<file path="config.mk">
export PLATFORM = sky130hd
export DESIGN_NAME = rph_cell
export DESIGN_NICKNAME = d
export VERILOG_FILES = /design/src/design/rph_pkg.sv /design/src/design/rph_cell.sv
export SDC_FILE = /design/constraint.sdc
export NUM_CORES = 1
export LEC_CHECK = 0
export BUFFER_PORTS_ARGS = -buffer_cell sky130_fd_sc_hd__clkbuf_2
export CORE_MARGIN = 2
export CORE_UTILIZATION = 49
export CTS_CLUSTER_DIAMETER = 30
export DETAILED_ROUTE_END_ITERATION = 16
export PLACE_DENSITY = 0.85
export SLEW_MARGIN = 10
export SYNTH_ARGS = -nofsm -noshare
export SYNTH_HDL_FRONTEND = slang
export SYNTH_SLANG_ARGS = --single-unit
</file>
<file path="constraint.sdc">
create_clock -name i_clk -period 2 [get_ports i_clk]
set_input_delay 0.2 -clock i_clk [delete_from_list [all_inputs] [get_ports i_clk]]
set_output_delay 0.2 -clock i_clk [all_outputs]
set_load 0.005 [all_outputs]
</file>
<file path="src/design/rph_pkg.sv">
package rph_pkg;

    typedef enum logic [3:0] {
        S_IDLE,
        S_DIV,
        S_ANG,
        S_Z2,
        S_T1,
        S_T2,
        S_SN,
        S_P1,
        S_P2,
        S_VX,
        S_EMUL,
        S_ECMP,
        S_ADV,
        S_FIN
    } t_state;

    typedef struct packed {
        logic wr;
        logic load;
        logic shift;
    } t_cell_ctl;

    localparam int DIST_W   = 16;
    localparam int COORD_W  = 28;
    localparam int DIV_BITS = 17;
    localparam int DIST_ONE = 16384;
    localparam int QUARTER  = 16384;
    localparam int SIN_A    = 25736;
    localparam int SIN_B    = 10512;
    localparam int SIN_C    = 1160;

    localparam logic OP_LOAD = 1'b0;
    localparam logic OP_TEST = 1'b1;

    localparam logic [2:0] REG_MIN_X    = 3'd0;
    localparam logic [2:0] REG_MIN_Y    = 3'd1;
    localparam logic [2:0] REG_WIDTH    = 3'd2;
    localparam logic [2:0] REG_HEIGHT   = 3'd3;
    localparam logic [2:0] REG_SIDES    = 3'd4;
    localparam logic [2:0] REG_START    = 3'd5;
    localparam logic [2:0] REG_USE_DIST = 3'd6;

endpackage

</file>
<file path="src/design/rph_cell.sv">
module rph_cell
    import rph_pkg::*;
#(
    parameter int INDEX = 0
) (
    input  logic              i_clk,
    input  t_cell_ctl         i_ctl,
    input  logic [3:0]        i_slot,
    input  logic [DIST_W-1:0] i_wdata,
    input  logic [DIST_W-1:0] i_next,
    output logic [DIST_W-1:0] o_pass
);

    logic [DIST_W-1:0] r_dist;
    logic [DIST_W-1:0] r_pass;

    always_ff @(posedge i_clk) begin
        if (i_ctl.wr && (32'(i_slot) == INDEX)) begin
            r_dist <= i_wdata;
        end
        // a query snapshots the stored distances, then walks them towards cell zero
        if (i_ctl.load) begin
            r_pass <= r_dist;
        end else if (i_ctl.shift) begin
            r_pass <= i_next;
        end
    end

    assign o_pass = r_pass;

endmodule

</file>
==> run summary <==
CTS tree - yes
Hold Crit Depth - 1
Post-Syn Area - 0.00122 sq mm
routability cong. - 0.713
Period minus WS final - 1150 ps
# setup viols final - 0
Core Area - 0.00243 sq mm
Clock Tree Buf Depth - 2
FF-to-FF End - o_pass[11]$_DFFE_PP_
Port-buffer cells - 55
GR Util met2 - 24.6%
# clock sinks - 32
Die X - 54 um
cts bufs inserted - 5
Worst-path clk slew - 80 ps
met3 Use GR - 8.33%
fin. max-slew vios - 0
Total Neg Setup Slack - 0 ps
RSZ-0062 raised after global routing - false
number of distinct library cells after synthesis - 8
multi-input logic area - 233 sq um
most instantiated cells after synthesis - edfxtp_1, mux2_4, mux2_2
Gate power share - 9.5%
Post-synth EDFFs - 32
NetSw - 231 uW
worst path required time - 1950 ps
Power Density - 768 mW/mm^2
H-tree depth - 2
Max rail drop VDD - 0.000432 V
Die H - 54 um
R2R Setup Slk - 1090 ps
Rel. slew slack - 57.0%
Post-Route WL - 1960 um
GRT Max-Usage Layer - met2
CP Max Fanout - 16
WL/cell - 13.8 um
Post-CTS Hold Fix Bufs - 0
largest area contributor in the netlist - edfxtp_1
#FFs+latches synth - 32
max-cap check violation count - 0
synth warn - 0
Resized Gates After CTS - 0
total track usage - 15.0%
vias in the first global route - 600
top_reg_cell synth - edfxtp_1
TritonRoute pass-1 iters - 4
met1 GRT Util - 14.3%
hold_ws - 51.2 ps
Synthesized Nets - 93
most numerous cell in the Yosys netlist - edfxtp_1
mean post-synth cell area - 23.1 sq um
Nets - 154
synthesized instance count - 53
Routed Antenna Nets - 0
Fillers - 163
actual slew at the worst max-slew pin - 645 ps
CTS Root Cell - clkbuf_4
# rows - 18
Seq/Total Area, Yosys - 78.4%
Critical Path Source Type - primary input
Diodes inserted - 0
P_leak - 0.000670 uW
synth top area cells - edfxtp_1, mux2_4, mux2_2
Async S/R FF share, synth - 0%
worst min path class - primary input to register
synthesis-to-finish area growth - 26.7%
detailed router's first-iteration violation count - 13
grt total ovfl - 0
initial antenna violation count - 0
layout cells sized above 1 - 68.8%
Synth top area share - 78.4%
Worst Hold End - r_dist[10]$_DFFE_PP_
Final Hold Fails - 0
switching part of the total - 19.4%
FF+latch area - 961 sq um
Reg2Reg Depth - 1
Vias - 675
Clock Latency Late Sink - 320 ps
Seq pwr share - 65.6%
Setup Fix Bufs, Post-CTS - 0
first-pass GRT wire length - 2650 um
DR DRC count - 0
Via density - 4.75
largest net degree at the start of global routing - 17
Pint - 961 uW
initial core utilization - 50.4%
R2R Path Start - r_dist[11]$_DFFE_PP_
HP Start - i_wdata[10]
Setup Skew - 5.35 ps
HPWL after detailed placement - 1560 um
Tcrit/Tclk final - 57.4%
Clock Power Share - 24.8%
outcome - finished clean
Critical Path End Type - register
WP data arrival - 1100 ps
maximum clock frequency - 870 MHz
Ports - 56
Setup CP Type - primary input to register
die area - 0.00292 sq mm
through the flow:
step	instance area, sq um	utilization, %	total power, uW	instances	setup slack, ps
2_1_floorplan	1220	-	849	53	724
3_3_place_gp	1510	62.2	907	137	573
3_5_place_dp	1510	62.2	913	137	484
4_1_cts	1550	63.8	1200	142	831
5_1_grt	1550	63.8	1240	142	734
6_report	1550	63.8	1190	142	851
registers in the layout (all words and copies together), names as in the netlist:
| name | cells |
|---|---|
| o_pass | 16 |
| r_dist | 16 |
placed cells by master (no fill, tap or decap):
| cell type | instances |
|---|---|
| and2_1 | 1 |
| or2_1 | 1 |
| clkbuf_4 | 5 |
| mux2_2 | 7 |
| edfxtp_1 | 32 |
| buf_4 | 1 |
| nor4_1 | 1 |
| mux2_4 | 9 |
| clkbuf_2 | 55 |
logic make-up (layout without fill, tap and decap cells):
family | Yosys count | after routing | synth area share (%)
mux | 16 | 16 | 17.5
simple gates | 3 | 3 | 1.53
flops | 32 | 32 | 78.4
buf+inv | 2 | 61 | 2.55
layer usage:
metal,wire [um],share of wire (%)
met5,0,0
met2,1040,53
met3,185,9.4
met1,708,36
met4,33,1.7
worst max-delay path by stage:
stage,startpoint,endpoint,cells after the start
after floorplan,i_slot[1],r_dist[0]$_DFFE_PP_,2
after global placement,i_slot[1],r_dist[10]$_DFFE_PP_,3
after detailed placement,i_slot[1],r_dist[10]$_DFFE_PP_,3
after CTS,i_slot[1],r_dist[1]$_DFFE_PP_,3
after global routing,i_slot[1],r_dist[11]$_DFFE_PP_,3
final,i_slot[1],r_dist[1]$_DFFE_PP_,3
power groups by stage:
stage	logic (uW)	registers, uW	clock network, uW
finish	114	782	296
global route	125	785	329
CTS	115	783	301
detailed placement	115	799	0
global placement	111	796	0
floorplan	47.7	801	0
area by class of cell:
cell class / count / area share, %
Multi-Input combinational cell: 19 / 15.0
Clock buffer: 5 / 2.42
Timing Repair Buffer: 56 / 18.2
Sequential cell: 32 / 61.9
Tap cell: 30 / 2.42
worst max-delay path, stage by stage:
cell	delay (ps)
clkbuf_2	80
nor4_1	240
and2_1	580
No activity file was read; power rests on OpenSTA's default activity.
